**src/lr_pkg.sv**
```systemverilog
`timescale 1ns / 1ps
`default_nettype none
// ----------------------------------------------------------------------------
// lr_pkg
// Shared types and constants for the line rasterizer: opcodes, queue depth
// and the control groups passed between the setup, queue and stepping parts.
// ----------------------------------------------------------------------------
package lr_pkg;

    localparam logic OP_START = 1'b0;
    localparam logic OP_NEXT  = 1'b1;

    localparam int COLOUR_BITS = 24;
    localparam int QUEUE_DEPTH = 4;

    // classification of one queued command
    typedef struct packed {
        logic is_start;
        logic mirror;
        logic swap;
    } t_cmd_flags;

    // stepping part status seen by the top level
    typedef struct packed {
        logic active;
        logic emit;
        logic last;
    } t_back_status;

endpackage
`default_nettype wire

```
**src/line_rasterizer_core.sv**
```systemverilog
`timescale 1ns / 1ps
`default_nettype none
// ----------------------------------------------------------------------------
// line_rasterizer_core
// Midpoint line rasterizer for all octants.
//
// Requests enter on the s_axis channel: tuser = 0 starts a line from the
// endpoints and colour in tdata, tuser = 1 asks for the next pixel. Each
// start gives its first pixel; each next request gives one more pixel while
// a line is active and nothing otherwise. Pixels leave on m_axis with tlast
// set on the final pixel of a line. A start during an active line drops the
// old line.
// On its way to a pixel, a request is written into the command queue by
// the setup logic, and the stepping stage then loads the output register.
// Throughput is one request per cycle while the receiver does not stall,
// with the stepping stage updating the decision variable for each request.
// Reset clears the queue, the output valid and the active line. When the
// receiver stalls the output register holds its pixel, the queue fills and
// s_axis tready drops once all queue entries are taken.
// ----------------------------------------------------------------------------
module line_rasterizer_core #(
    parameter int COORD_BITS = 12,
    localparam int IN_W  = ((4 * COORD_BITS + lr_pkg::COLOUR_BITS + 7) / 8) * 8,
    localparam int OUT_W = ((2 * COORD_BITS + lr_pkg::COLOUR_BITS + 7) / 8) * 8
) (
    input  wire logic              i_clk,
    input  wire logic              i_rst_n,
    input  wire logic              i_s_axis_tvalid,
    output logic                   o_s_axis_tready,
    // x_start, y_start, x_end, y_end, colour
    input  wire logic [IN_W-1:0]   i_s_axis_tdata,
    // opcode
    input  wire logic              i_s_axis_tuser,
    output logic                   o_m_axis_tvalid,
    input  wire logic              i_m_axis_tready,
    // pixel_x, pixel_y, pixel_colour
    output logic [OUT_W-1:0]       o_m_axis_tdata,
    // last_pixel
    output logic                   o_m_axis_tlast
);

    localparam int CB = COORD_BITS;
    localparam int DW = COORD_BITS + 4;
    localparam int PW = COORD_BITS + 1;
    localparam int FW = $bits(lr_pkg::t_cmd_flags);
    localparam int EW = FW + 3 * DW + 3 * PW + CB + lr_pkg::COLOUR_BITS;
    localparam int QCW = $clog2(lr_pkg::QUEUE_DEPTH + 1);

    lr_pkg::t_cmd_flags             f_flags, q_flags;
    logic signed [DW-1:0]           f_dec, f_ss, f_sd, q_dec, q_ss, q_sd;
    logic [PW-1:0]                  f_major, f_minor, f_limit;
    logic [PW-1:0]                  q_major, q_minor, q_limit;
    logic [CB-1:0]                  f_mrow, q_mrow;
    logic [lr_pkg::COLOUR_BITS-1:0] f_colour, q_colour;
    logic                           f_push, q_full, q_valid, q_pop;
    logic [EW-1:0]                  q_wdata, q_rdata;
    logic [QCW-1:0]                 q_count;
    logic [CB-1:0]                  px, py;
    logic [lr_pkg::COLOUR_BITS-1:0] pcol;
    lr_pkg::t_back_status           b_status;

    lr_front #(.COORD_BITS(COORD_BITS)) u_front (
        .i_valid         (i_s_axis_tvalid),
        .i_opcode        (i_s_axis_tuser),
        .i_x_start       (i_s_axis_tdata[CB-1:0]),
        .i_y_start       (i_s_axis_tdata[2*CB-1:CB]),
        .i_x_end         (i_s_axis_tdata[3*CB-1:2*CB]),
        .i_y_end         (i_s_axis_tdata[4*CB-1:3*CB]),
        .i_colour        (i_s_axis_tdata[4*CB+lr_pkg::COLOUR_BITS-1:4*CB]),
        .i_queue_full    (q_full),
        .o_ready         (o_s_axis_tready),
        .o_push          (f_push),
        .o_flags         (f_flags),
        .o_decision      (f_dec),
        .o_step_straight (f_ss),
        .o_step_diagonal (f_sd),
        .o_major         (f_major),
        .o_minor         (f_minor),
        .o_limit         (f_limit),
        .o_mirror_row    (f_mrow),
        .o_colour        (f_colour)
    );

    assign q_wdata = {f_flags, f_dec, f_ss, f_sd, f_major, f_minor, f_limit, f_mrow, f_colour};

    lr_cmd_queue #(.WIDTH(EW), .DEPTH(lr_pkg::QUEUE_DEPTH)) u_queue (
        .i_clk   (i_clk),
        .i_rst_n (i_rst_n),
        .i_push  (f_push),
        .i_data  (q_wdata),
        .i_pop   (q_pop),
        .o_data  (q_rdata),
        .o_valid (q_valid),
        .o_full  (q_full),
        .o_count (q_count)
    );

    assign {q_flags, q_dec, q_ss, q_sd, q_major, q_minor, q_limit, q_mrow, q_colour} = q_rdata;

    lr_back #(.COORD_BITS(COORD_BITS)) u_back (
        .i_clk           (i_clk),
        .i_rst_n         (i_rst_n),
        .i_q_valid       (q_valid),
        .o_q_pop         (q_pop),
        .i_flags         (q_flags),
        .i_decision      (q_dec),
        .i_step_straight (q_ss),
        .i_step_diagonal (q_sd),
        .i_major         (q_major),
        .i_minor         (q_minor),
        .i_limit         (q_limit),
        .i_mirror_row    (q_mrow),
        .i_colour        (q_colour),
        .i_m_tready      (i_m_axis_tready),
        .o_m_tvalid      (o_m_axis_tvalid),
        .o_pixel_x       (px),
        .o_pixel_y       (py),
        .o_pixel_colour  (pcol),
        .o_last_pixel    (o_m_axis_tlast),
        .o_status        (b_status)
    );

    assign o_m_axis_tdata = OUT_W'({pcol, py, px});

    // queue occupancy stays within its depth
    a_queue_bound: assert property (@(posedge i_clk) disable iff (!i_rst_n)
        q_count <= QCW'(lr_pkg::QUEUE_DEPTH))
        else $error("command queue overflow");

    // a start command always yields a pixel
    a_start_emits: assert property (@(posedge i_clk) disable iff (!i_rst_n)
        (q_pop && q_flags.is_start) |=> o_m_axis_tvalid)
        else $error("start command produced no pixel");

    // the final pixel ends the line
    a_last_clears: assert property (@(posedge i_clk) disable iff (!i_rst_n)
        (b_status.emit && b_status.last) |=> !b_status.active)
        else $error("line still active after final pixel");

endmodule
`default_nettype wire

```
**src/lr_front.sv**
```systemverilog
`timescale 1ns / 1ps
`default_nettype none
// ----------------------------------------------------------------------------
// lr_front
// Request intake: classifies start and next requests and, for a start,
// orders the endpoints, mirrors falling lines, swaps steep axes and forms
// the decision variable and its increments for the command queue.
// ----------------------------------------------------------------------------
module lr_front #(
    parameter int COORD_BITS = 12
) (
    input  wire logic                              i_valid,
    input  wire logic                              i_opcode,
    input  wire logic [COORD_BITS-1:0]             i_x_start,
    input  wire logic [COORD_BITS-1:0]             i_y_start,
    input  wire logic [COORD_BITS-1:0]             i_x_end,
    input  wire logic [COORD_BITS-1:0]             i_y_end,
    input  wire logic [lr_pkg::COLOUR_BITS-1:0]    i_colour,
    input  wire logic                              i_queue_full,
    output logic                                   o_ready,
    output logic                                   o_push,
    output lr_pkg::t_cmd_flags                     o_flags,
    output logic signed [COORD_BITS+3:0]           o_decision,
    output logic signed [COORD_BITS+3:0]           o_step_straight,
    output logic signed [COORD_BITS+3:0]           o_step_diagonal,
    output logic [COORD_BITS:0]                    o_major,
    output logic [COORD_BITS:0]                    o_minor,
    output logic [COORD_BITS:0]                    o_limit,
    output logic [COORD_BITS-1:0]                  o_mirror_row,
    output logic [lr_pkg::COLOUR_BITS-1:0]         o_colour
);

    localparam int DW = COORD_BITS + 4;
    localparam int PW = COORD_BITS + 1;

    logic                  a_first;
    logic [COORD_BITS-1:0] xl, yl, xr, yr;
    logic signed [DW-1:0]  dx, dy, dy_abs;
    logic                  mirror, swap;
    logic [PW-1:0]         yr_m;

    assign o_ready = ~i_queue_full;
    assign o_push  = i_valid & ~i_queue_full;

    always_comb begin
        a_first = (i_x_start < i_x_end) ||
                  ((i_x_start == i_x_end) && (i_y_start < i_y_end));
        if (a_first) begin
            xl = i_x_start; yl = i_y_start; xr = i_x_end; yr = i_y_end;
        end else begin
            xl = i_x_end; yl = i_y_end; xr = i_x_start; yr = i_y_start;
        end
        dx = $signed({4'b0, xr}) - $signed({4'b0, xl});
        dy = $signed({4'b0, yr}) - $signed({4'b0, yl});

        mirror = (dx != '0) && dy[DW-1];
        dy_abs = mirror ? -dy : dy;
        yr_m   = mirror ? ({yl, 1'b0} - {1'b0, yr}) : {1'b0, yr};
        swap   = dy_abs > dx;

        o_flags.is_start = (i_opcode == lr_pkg::OP_START);
        o_flags.mirror   = mirror;
        o_flags.swap     = swap;

        if (swap) begin
            o_decision      = {dx[DW-2:0], 1'b0} - dy_abs;
            o_step_straight = {dx[DW-2:0], 1'b0};
            o_step_diagonal = {dx[DW-2:0], 1'b0} - {dy_abs[DW-2:0], 1'b0};
            o_major         = {1'b0, yl};
            o_minor         = {1'b0, xl};
            o_limit         = yr_m;
        end else begin
            o_decision      = {dy_abs[DW-2:0], 1'b0} - dx;
            o_step_straight = {dy_abs[DW-2:0], 1'b0};
            o_step_diagonal = {dy_abs[DW-2:0], 1'b0} - {dx[DW-2:0], 1'b0};
            o_major         = {1'b0, xl};
            o_minor         = {1'b0, yl};
            o_limit         = {1'b0, xr};
        end
        o_mirror_row = yl;
        o_colour     = i_colour;
    end

endmodule
`default_nettype wire

```
**src/lr_cmd_queue.sv**
```systemverilog
`timescale 1ns / 1ps
`default_nettype none
// ----------------------------------------------------------------------------
// lr_cmd_queue
// Small register queue between the intake and the stepping part, so that
// either side can stall without holding up the other.
// ----------------------------------------------------------------------------
module lr_cmd_queue #(
    parameter int WIDTH = 8,
    parameter int DEPTH = 4
) (
    input  wire logic                       i_clk,
    input  wire logic                       i_rst_n,
    input  wire logic                       i_push,
    input  wire logic [WIDTH-1:0]           i_data,
    input  wire logic                       i_pop,
    output logic [WIDTH-1:0]                o_data,
    output logic                            o_valid,
    output logic                            o_full,
    output logic [$clog2(DEPTH+1)-1:0]      o_count
);

    localparam int AW = (DEPTH > 1) ? $clog2(DEPTH) : 1;
    localparam int CW = $clog2(DEPTH + 1);

    logic [WIDTH-1:0] r_mem [DEPTH];
    logic [AW-1:0]    r_wr_ptr, n_wr_ptr;
    logic [AW-1:0]    r_rd_ptr, n_rd_ptr;
    logic [CW-1:0]    r_count, n_count;
    logic             do_pop;

    assign do_pop  = i_pop & (r_count != '0);
    assign o_data  = r_mem[r_rd_ptr];
    assign o_valid = (r_count != '0);
    assign o_full  = (r_count == CW'(DEPTH));
    assign o_count = r_count;

    always_comb begin
        n_wr_ptr = r_wr_ptr;
        n_rd_ptr = r_rd_ptr;
        n_count  = r_count;
        if (i_push) begin
            n_wr_ptr = (r_wr_ptr == AW'(DEPTH - 1)) ? '0 : r_wr_ptr + 1'b1;
        end
        if (do_pop) begin
            n_rd_ptr = (r_rd_ptr == AW'(DEPTH - 1)) ? '0 : r_rd_ptr + 1'b1;
        end
        case ({i_push, do_pop})
            2'b10:   n_count = r_count + 1'b1;
            2'b01:   n_count = r_count - 1'b1;
            default: n_count = r_count;
        endcase
    end

    always_ff @(posedge i_clk) begin
        if (!i_rst_n) begin
            r_wr_ptr <= '0;
            r_rd_ptr <= '0;
            r_count  <= '0;
        end else begin
            r_wr_ptr <= n_wr_ptr;
            r_rd_ptr <= n_rd_ptr;
            r_count  <= n_count;
        end
    end

    always_ff @(posedge i_clk) begin
        if (i_push) begin
            r_mem[r_wr_ptr] <= i_data;
        end
    end

endmodule
`default_nettype wire

```
**src/lr_back.sv**
```systemverilog
`timescale 1ns / 1ps
`default_nettype none
// ----------------------------------------------------------------------------
// lr_back
// Stepping part: holds the line state, advances one pixel per command,
// undoes the mirror and axis swap and drives the registered pixel output.
// ----------------------------------------------------------------------------
module lr_back #(
    parameter int COORD_BITS = 12
) (
    input  wire logic                              i_clk,
    input  wire logic                              i_rst_n,
    input  wire logic                              i_q_valid,
    output logic                                   o_q_pop,
    input  wire lr_pkg::t_cmd_flags                i_flags,
    input  wire logic signed [COORD_BITS+3:0]      i_decision,
    input  wire logic signed [COORD_BITS+3:0]      i_step_straight,
    input  wire logic signed [COORD_BITS+3:0]      i_step_diagonal,
    input  wire logic [COORD_BITS:0]               i_major,
    input  wire logic [COORD_BITS:0]               i_minor,
    input  wire logic [COORD_BITS:0]               i_limit,
    input  wire logic [COORD_BITS-1:0]             i_mirror_row,
    input  wire logic [lr_pkg::COLOUR_BITS-1:0]    i_colour,
    input  wire logic                              i_m_tready,
    output logic                                   o_m_tvalid,
    output logic [COORD_BITS-1:0]                  o_pixel_x,
    output logic [COORD_BITS-1:0]                  o_pixel_y,
    output logic [lr_pkg::COLOUR_BITS-1:0]         o_pixel_colour,
    output logic                                   o_last_pixel,
    output lr_pkg::t_back_status                   o_status
);

    localparam int DW = COORD_BITS + 4;
    localparam int PW = COORD_BITS + 1;

    logic signed [DW-1:0]             r_dec, n_dec;
    logic signed [DW-1:0]             r_ss, n_ss;
    logic signed [DW-1:0]             r_sd, n_sd;
    logic [PW-1:0]                    r_major, n_major;
    logic [PW-1:0]                    r_minor, n_minor;
    logic [PW-1:0]                    r_limit, n_limit;
    logic [COORD_BITS-1:0]            r_mrow, n_mrow;
    logic                             r_mirror, n_mirror;
    logic                             r_swap, n_swap;
    logic                             r_active, n_active;
    logic [lr_pkg::COLOUR_BITS-1:0]   r_colour, n_colour;

    logic                             r_out_valid;
    logic [COORD_BITS-1:0]            r_out_x, r_out_y;
    logic [lr_pkg::COLOUR_BITS-1:0]   r_out_colour;
    logic                             r_out_last;

    logic                             can_take, pop, emit, last;
    logic [PW-1:0]                    col, row, row_m;

    assign can_take = ~r_out_valid | i_m_tready;
    assign pop      = i_q_valid & can_take;
    assign o_q_pop  = pop;

    always_comb begin
        n_dec    = r_dec;
        n_ss     = r_ss;
        n_sd     = r_sd;
        n_major  = r_major;
        n_minor  = r_minor;
        n_limit  = r_limit;
        n_mrow   = r_mrow;
        n_mirror = r_mirror;
        n_swap   = r_swap;
        n_active = r_active;
        n_colour = r_colour;
        emit     = 1'b0;

        if (pop) begin
            if (i_flags.is_start) begin
                n_dec    = i_decision;
                n_ss     = i_step_straight;
                n_sd     = i_step_diagonal;
                n_major  = i_major;
                n_minor  = i_minor;
                n_limit  = i_limit;
                n_mrow   = i_mirror_row;
                n_mirror = i_flags.mirror;
                n_swap   = i_flags.swap;
                n_colour = i_colour;
                n_active = 1'b1;
                emit     = 1'b1;
            end else if (r_active) begin
                if (r_dec <= 0) begin
                    n_dec = r_dec + r_ss;
                end else begin
                    n_dec   = r_dec + r_sd;
                    n_minor = r_minor + 1'b1;
                end
                n_major = r_major + 1'b1;
                emit    = 1'b1;
            end
        end

        // undo axis swap and mirror
        col   = n_swap ? n_minor : n_major;
        row   = n_swap ? n_major : n_minor;
        row_m = n_mirror ? ({n_mrow, 1'b0} - row) : row;
        last  = (n_major >= n_limit);
        if (emit && last) begin
            n_active = 1'b0;
        end
    end

    always_ff @(posedge i_clk) begin
        if (!i_rst_n) begin
            r_active    <= 1'b0;
            r_out_valid <= 1'b0;
        end else begin
            r_active <= n_active;
            if (pop && emit) begin
                r_out_valid <= 1'b1;
            end else if (i_m_tready) begin
                r_out_valid <= 1'b0;
            end
        end
    end

    always_ff @(posedge i_clk) begin
        r_dec    <= n_dec;
        r_ss     <= n_ss;
        r_sd     <= n_sd;
        r_major  <= n_major;
        r_minor  <= n_minor;
        r_limit  <= n_limit;
        r_mrow   <= n_mrow;
        r_mirror <= n_mirror;
        r_swap   <= n_swap;
        r_colour <= n_colour;
        if (pop && emit) begin
            r_out_x      <= col[COORD_BITS-1:0];
            r_out_y      <= row_m[COORD_BITS-1:0];
            r_out_colour <= n_colour;
            r_out_last   <= last;
        end
    end

    assign o_m_tvalid      = r_out_valid;
    assign o_pixel_x       = r_out_x;
    assign o_pixel_y       = r_out_y;
    assign o_pixel_colour  = r_out_colour;
    assign o_last_pixel    = r_out_last;
    assign o_status.active = r_active;
    assign o_status.emit   = pop & emit;
    assign o_status.last   = last;

endmodule
`default_nettype wire
```
**config.mk**
```make
export PLATFORM = sky130hd
export DESIGN_NAME = line_rasterizer_core
export DESIGN_NICKNAME = d
export VERILOG_FILES = /design/src/lr_pkg.sv /design/src/line_rasterizer_core.sv /design/src/lr_front.sv /design/src/lr_cmd_queue.sv /design/src/lr_back.sv
export SDC_FILE = /design/constraint.sdc
export NUM_CORES = 1
export LEC_CHECK = 0
export BUFFER_PORTS_ARGS = -buffer_cell sky130_fd_sc_hd__buf_2
export CAP_MARGIN = 20
export CORE_MARGIN = 5
export CORE_UTILIZATION = 30
export CTS_BUF_LIST = sky130_fd_sc_hd__clkbuf_16
export DETAILED_ROUTE_END_ITERATION = 10
export PLACE_DENSITY = 0.5
export SYNTH_ARGS = -nofsm -noshare
export SYNTH_HDL_FRONTEND = slang
export SYNTH_SLANG_ARGS = --single-unit
```
**constraint.sdc**
```tcl
create_clock -name i_clk -period 20.6 [get_ports i_clk]
set_clock_uncertainty 0.2 [all_clocks]
set_input_delay 0 -clock i_clk [delete_from_list [all_inputs] [get_ports i_clk]]
set_output_delay 0 -clock i_clk [all_outputs]
set_load 0.02 [all_outputs]
```
==> results of run 1 <==
[sequential cells by signal, indices dropped and copies added (netlist names), 11 cells and up, named ones only]
signal and count:
u_queue.r_mem 484, u_back.o_pixel_colour 24, u_back.r_colour 24, u_back.r_dec 16, u_back.r_sd 15, u_back.r_ss 15
u_back.r_limit 13, u_back.r_major 13, u_back.o_pixel_x 12, u_back.o_pixel_y 12, u_back.r_minor 12, u_back.r_mrow 11
[routing by layer]
layer,routed length (um),vias to the layer above
met1,42800,11300
met5,13,-
met2,47700,576
met3,4650,130
li1,-,10200
met4,3000,2
[where the power goes]
group / total, uW / switching (uW) / internal [uW] / leakage [uW]
clock network: 1290 / 543 / 751 / 0.00123
logic: 2710 / 1670 / 1040 / 0.00693
registers: 2150 / 145 / 2010 / 0.00604
total: 6160 / 2360 / 3800 / 0.0142
[per-stage QoR]
step | instance area [um^2] | hold slack [ps]
6_report | 38700 | 8.40
5_1_grt | 38700 | 64.6
4_1_cts | 38700 | 5.93
3_5_place_dp | 35200 | 18.0
3_3_place_gp | 35200 | 11.2
2_1_floorplan | 33000 | -101
[Yosys cell counts (all sizes together) (22+ instances only)]
cell type and count:
a31oi 26, edfxtp 579, nand2 237, clkbuf 76, xor2 26, dfxtp 86, nor2 143, nand3 59
buf 45, mux4 121, nand4 25, mux2i 39, a21o 45, nor2b 22, inv 132, ha 137
a21oi 185, xnor2 60, and3 30, nor3 33, o21ai 103, mux2 26
[final timing paths]
check,startpoint,endpoint,slack [ps],cells past startpoint
worst min register to register,u_back.r_colour[0],u_back.r_colour[0],240,2
worst min-delay path,i_s_axis_tdata[40],u_queue.r_mem[1][40],8,3
worst max register to register,flip-flop,u_back.o_pixel_y[11],13840,18
worst max-delay path,i_s_axis_tdata[47],u_queue.r_mem[2][45],8660,34
[area by class of cell]
type	count	share of cell area
antenna	1	0.0000646
multi-input combinational	1631	0.334
timing repair buffer	272	0.0518
clock buffer	78	0.0504
inverter	134	0.0130
clock inverter	64	0.0115
tap	1414	0.0457
sequential	665	0.494
[cell families after synthesis]
kind of cell | share of synthesized area
AOI/OAI and AO/OA | 0.108
and+or+nand+nor | 0.0983
muxes | 0.103
DFF | 0.580
buffers and inverters | 0.0306
xor gates and xnor gates | 0.0229
adders and majority gates | 0.0569
[worst min-delay path, cell delays in order]
cell,delay [ps]
buf_2,120
mux2i_1,310
a311oi_2,210
==> impl_metrics.ini, run 1 <==
[detailed_routing]
viasPerCell = 5.22
drt_wl_total_mm = 98.2
drc = 0
vias = 22200
avgRoutedWirePerCell_um = 23.0
drtAntennaViolNets = 0
drt_iter0_drc = 1711
drt_pass1_iterations = 7

[critical_path]
worstPathArrival_ps = 12080
path_delay_family = compound AO/OA/AOI/OAI gates
start_kind = input pin
cp_common_cell = a21o_1
path_max_fanout = 59
crit_type = in -> reg
slowest_stage = o41ai_1
end_kind = flip-flop
cpPeakStageDelay_ps = 920
cp_num_buf_inv = 8
required_ps = 20740

[synthesis]
netlist_area_mm2 = 0.0330
synth.yosys.seq_area_share = 0.580
synth.area.top_cells = edfxtp_1 53%, mux4_2 8.3%, dfxtp_1 5.2%
netlist_instances = 2551
synth_edf_count = 579
synth.yosys.warnings = 0
async_flop_share = 0
synth_top_area_frac = 0.528
synth-seq-cells = 665
synth_largest_area_cell = edfxtp_1
syn_nets = 2773
yosysUniqueCellTypes = 89
ys.flop_type = edfxtp_1
avgSynthCellArea_um2 = 12.9

[power]
leakagePower_uw = 0.0142
power.total_uw = 6160
ir_drop_mv = 0.103
powerDensity_mw_per_mm2 = 159

[layout]
drive_gt1_frac = 0.167
area_delta_synth_final_pct = 17.5
multi_input_area_mm2 = 0.0129
finalNonFillerCells = 4259
seq_area_mm2 = 0.0191
layout_common_cells = 579 x edfxtp_1, 236 x nand2_1, 185 x a21oi_1, 146 x inv_1, 142 x nor2_1
final_util = 0.355
layout.nets = 3002
nFillCells = 10600
layout_commonest_cell = edfxtp_1

[sta]
setup_viol = 0
fmax_ghz = 0.0838
hold_viol = 0
tightest_slew_ps = 1010
tns_ps = 0
fin_crit_ps = 11940
grt_setup_unrepaired = no
slew_headroom = 0.315
fin_ws_ps = 8660
finalMaxSlewViolations = 0
finalCritPeriodShare = 0.579

[die]
die_w_um = 341
boundaryPins = 128
core_region_area_mm2 = 0.109
initial_core_util = 0.302
row_count = 121
die_area_mm2 = 0.117
fp.dieH_um = 341

[clock_network]
cts.clk_slew.worst_paths_ps = 60
insertion_delay_ps = 630
clock_sinks = 665
cts_buffers = 76
cts_root_buf = clkbuf_16
ctsHoldBuffers = 108
clockBufferDepth = 3
cts.htree.levels = 3
post_cts_buffers = 0
cts_resized = 0
cts_tree = yes

[grt]
met3_usage = 0.0247
grt_pass1_wl_mm = 145
grt_max_degree = 71
grt_pass1_vias = 22500
met2_usage = 0.282
met1_usage = 0.216
busiest_layer = met2
antenna_found_initial = 4
gr-usage-all-layers = 0.165
grt_overflow_total = 0

[place]
post-place-cells = 4008
place_hpwl_mm = 67.8
dp_slack_ps = 9440
portBuffers = 127
gp_congestion = 0.907

[run_status]
outcome = finished clean

[min_path]
hp-class = in -> reg

[run]
drv_cap = 0
No activity file was read; power rests on OpenSTA's default activity.
==> run 2: changes to the inputs <==
==> constraint.sdc (replaced) <==
create_clock -name i_clk -period 11.5 [get_ports i_clk]
set_clock_uncertainty 0.2 [all_clocks]
set_input_delay 0 -clock i_clk [delete_from_list [all_inputs] [get_ports i_clk]]
set_output_delay 0 -clock i_clk [all_outputs]
set_load 0.02 [all_outputs]
==> impl_metrics.ini, run 2 (same netlist as run 1, synthesis figures left out) <==
[run_status]
outcome = finished clean

[clock_network]
cts_tree = yes
cts.htree.levels = 3
cts_buffers = 75
clockBufferDepth = 3
cts.clk_slew.worst_paths_ps = 60
cts_root_buf = clkbuf_16
clock_sinks = 665
insertion_delay_ps = 640

[layout]
nFillCells = 10600
regMostFlops = u_queue.r_mem
layout_common_cells = 579 x edfxtp_1, 236 x nand2_1, 185 x a21oi_1, 155 x inv_1, 142 x nor2_1
area_delta_synth_final_pct = 17.5
layout.nets = 3006
drive_gt1_frac = 0.164
largest_reg_flops = 484
final_util = 0.355
layout_commonest_cell = edfxtp_1

[min_path]
hp-class = in -> reg
min_to = u_queue.r_mem[3][40]
holdCritStartpoint = i_s_axis_tdata[40]
hold_path_depth = 3

[detailed_routing]
drt_iter0_drc = 1633
drtAntennaViolNets = 0
vias = 22100
viasPerCell = 5.19
avgRoutedWirePerCell_um = 22.9
drc = 0
drt_pass1_iterations = 6
drt_wl_total_mm = 97.3

[critical_path]
worstPathArrival_ps = 9830
slowest_stage = o31ai_1
r2r-end = u_back.o_pixel_y[11]
cp_common_cell = nor3_2
reg2reg_slack_ps = 5090
reg2reg_from = u_queue.o_count[2]
start_kind = input pin
required_ps = 11720
end_kind = flip-flop
path_max_fanout = 94
crit_type = in -> reg
cpPeakStageDelay_ps = 690
r2r_cells = 16

[die]
core_region_area_mm2 = 0.109
boundaryPins = 128
die_w_um = 341
initial_core_util = 0.302
fp.dieH_um = 341
die_area_mm2 = 0.117
row_count = 121

[place]
gp_congestion = 0.909
portBuffers = 127
place_hpwl_mm = 68.7

[sta]
setup_viol = 0
tightest_slew_ps = 988
fin_hold_ws_ps = 26.6
finalMaxSlewViolations = 0
fmax_ghz = 0.104
tns_ps = 0
finalCritPeriodShare = 0.836
hold_viol = 0
slew_headroom = 0.341
grt_setup_unrepaired = no
fin_crit_ps = 9610

[grt]
grt_pass1_vias = 22300
gr-usage-all-layers = 0.164
grt_pass1_wl_mm = 145
antenna_found_initial = 6
grt_overflow_total = 0
grt_max_degree = 95

[power]
leakagePower_uw = 0.0142
powerDensity_mw_per_mm2 = 284
ir_drop_mv = 0.148

[run]
drv_cap = 0
run 2: changes by cell type in the layout (fill, tap and decap cells not counted):
cell | previous run | this run
clkinv_2 | 10 | 9
inv_1 | 146 | 155
inv_8 | 0 | 1
clkinvlp_4 | 5 | 2
nor4_1 | 17 | 18
diode_2 | 1 | 2
clkinv_4 | 1 | 0
clkinv_1 | 21 | 11
dlygate4sd3_1 | 108 | 114
buf_4 | 36 | 34
buf_12 | 1 | 2
clkbuf_16 | 78 | 76
nor4_2 | 1 | 0
inv_16 | 0 | 1
run 2: repair_timing:
item / in CTS / in global routing
setup buffers: 0 / 0
endpoints found under the hold margin: 372 / 0
setup endpoints to repair: 0 / 0
gates resized for setup: 0 / 0
hold buffers: 114 / 0
run 2: per-layer routing:
layer  vias up  global-route usage  routed length (um)
met5         -                   0                  27
met3       146              0.0218                4560
met1     11200               0.221               43200
li1      10200                   -                   -
met2       582               0.273               46200
met4         4              0.0593                3350
run 2: power breakdown:
group          switching [uW]  internal, uW
sequential                246          3590
combinational            3030          1870
clock                     954          1320
total                    4230          6770
run 2: worst max path at each step:
stage / startpoint / to / slack, ps / depth (start not counted)
2_1_floorplan: i_s_axis_tdata[39] / u_queue.r_mem[0][118] / 3670 / 37
5_1_grt: i_s_axis_tdata[33] / u_queue.r_mem[2][72] / 1250 / 33
3_5_place_dp: i_s_axis_tdata[39] / u_queue.r_mem[1][87] / 2070 / 31
6_report: i_s_axis_tdata[15] / u_queue.r_mem[2][72] / 1890 / 30
4_1_cts: i_s_axis_tdata[15] / u_queue.r_mem[2][72] / 1970 / 32
3_3_place_gp: i_s_axis_tdata[39] / u_queue.r_mem[2][87] / 2080 / 31
run 2: worst max-delay path, delay by kind of cell:
kind                       cells  cell delay [ps]
buffers and inverters          6             2190
AOI/OAI and AO/OA              7             2630
xor gates and xnor gates       2              880
and+or+nand+nor               13             2990
adders and majority gates      2             1040
run 2: final cells by class:
cell class              count  area [um^2]  share of cell area
inverters                 134          504              0.0130
clock buffers              76         1900              0.0491
flip-flops and latches    665        19100               0.494
diodes                      2         5.00            0.000129
well taps                1414         1770              0.0457
multi-input cells        1631        12900               0.333
repair buffers            277         2070              0.0535
clock inverters            60          435              0.0112
run 2: through the flow:
stage | area (um^2) | setup WS (ps) | total power (uW) | std cells
after CTS | 38700 | 1970 | 11100 | 4257
final | 38700 | 1890 | 11000 | 4259
after global routing | 38700 | 1250 | 11700 | 4257
after global placement | 35200 | 2080 | 8670 | 4007
after floorplan | 33000 | 3670 | 7190 | 2551
after detailed placement | 35200 | 2070 | 8770 | 4007
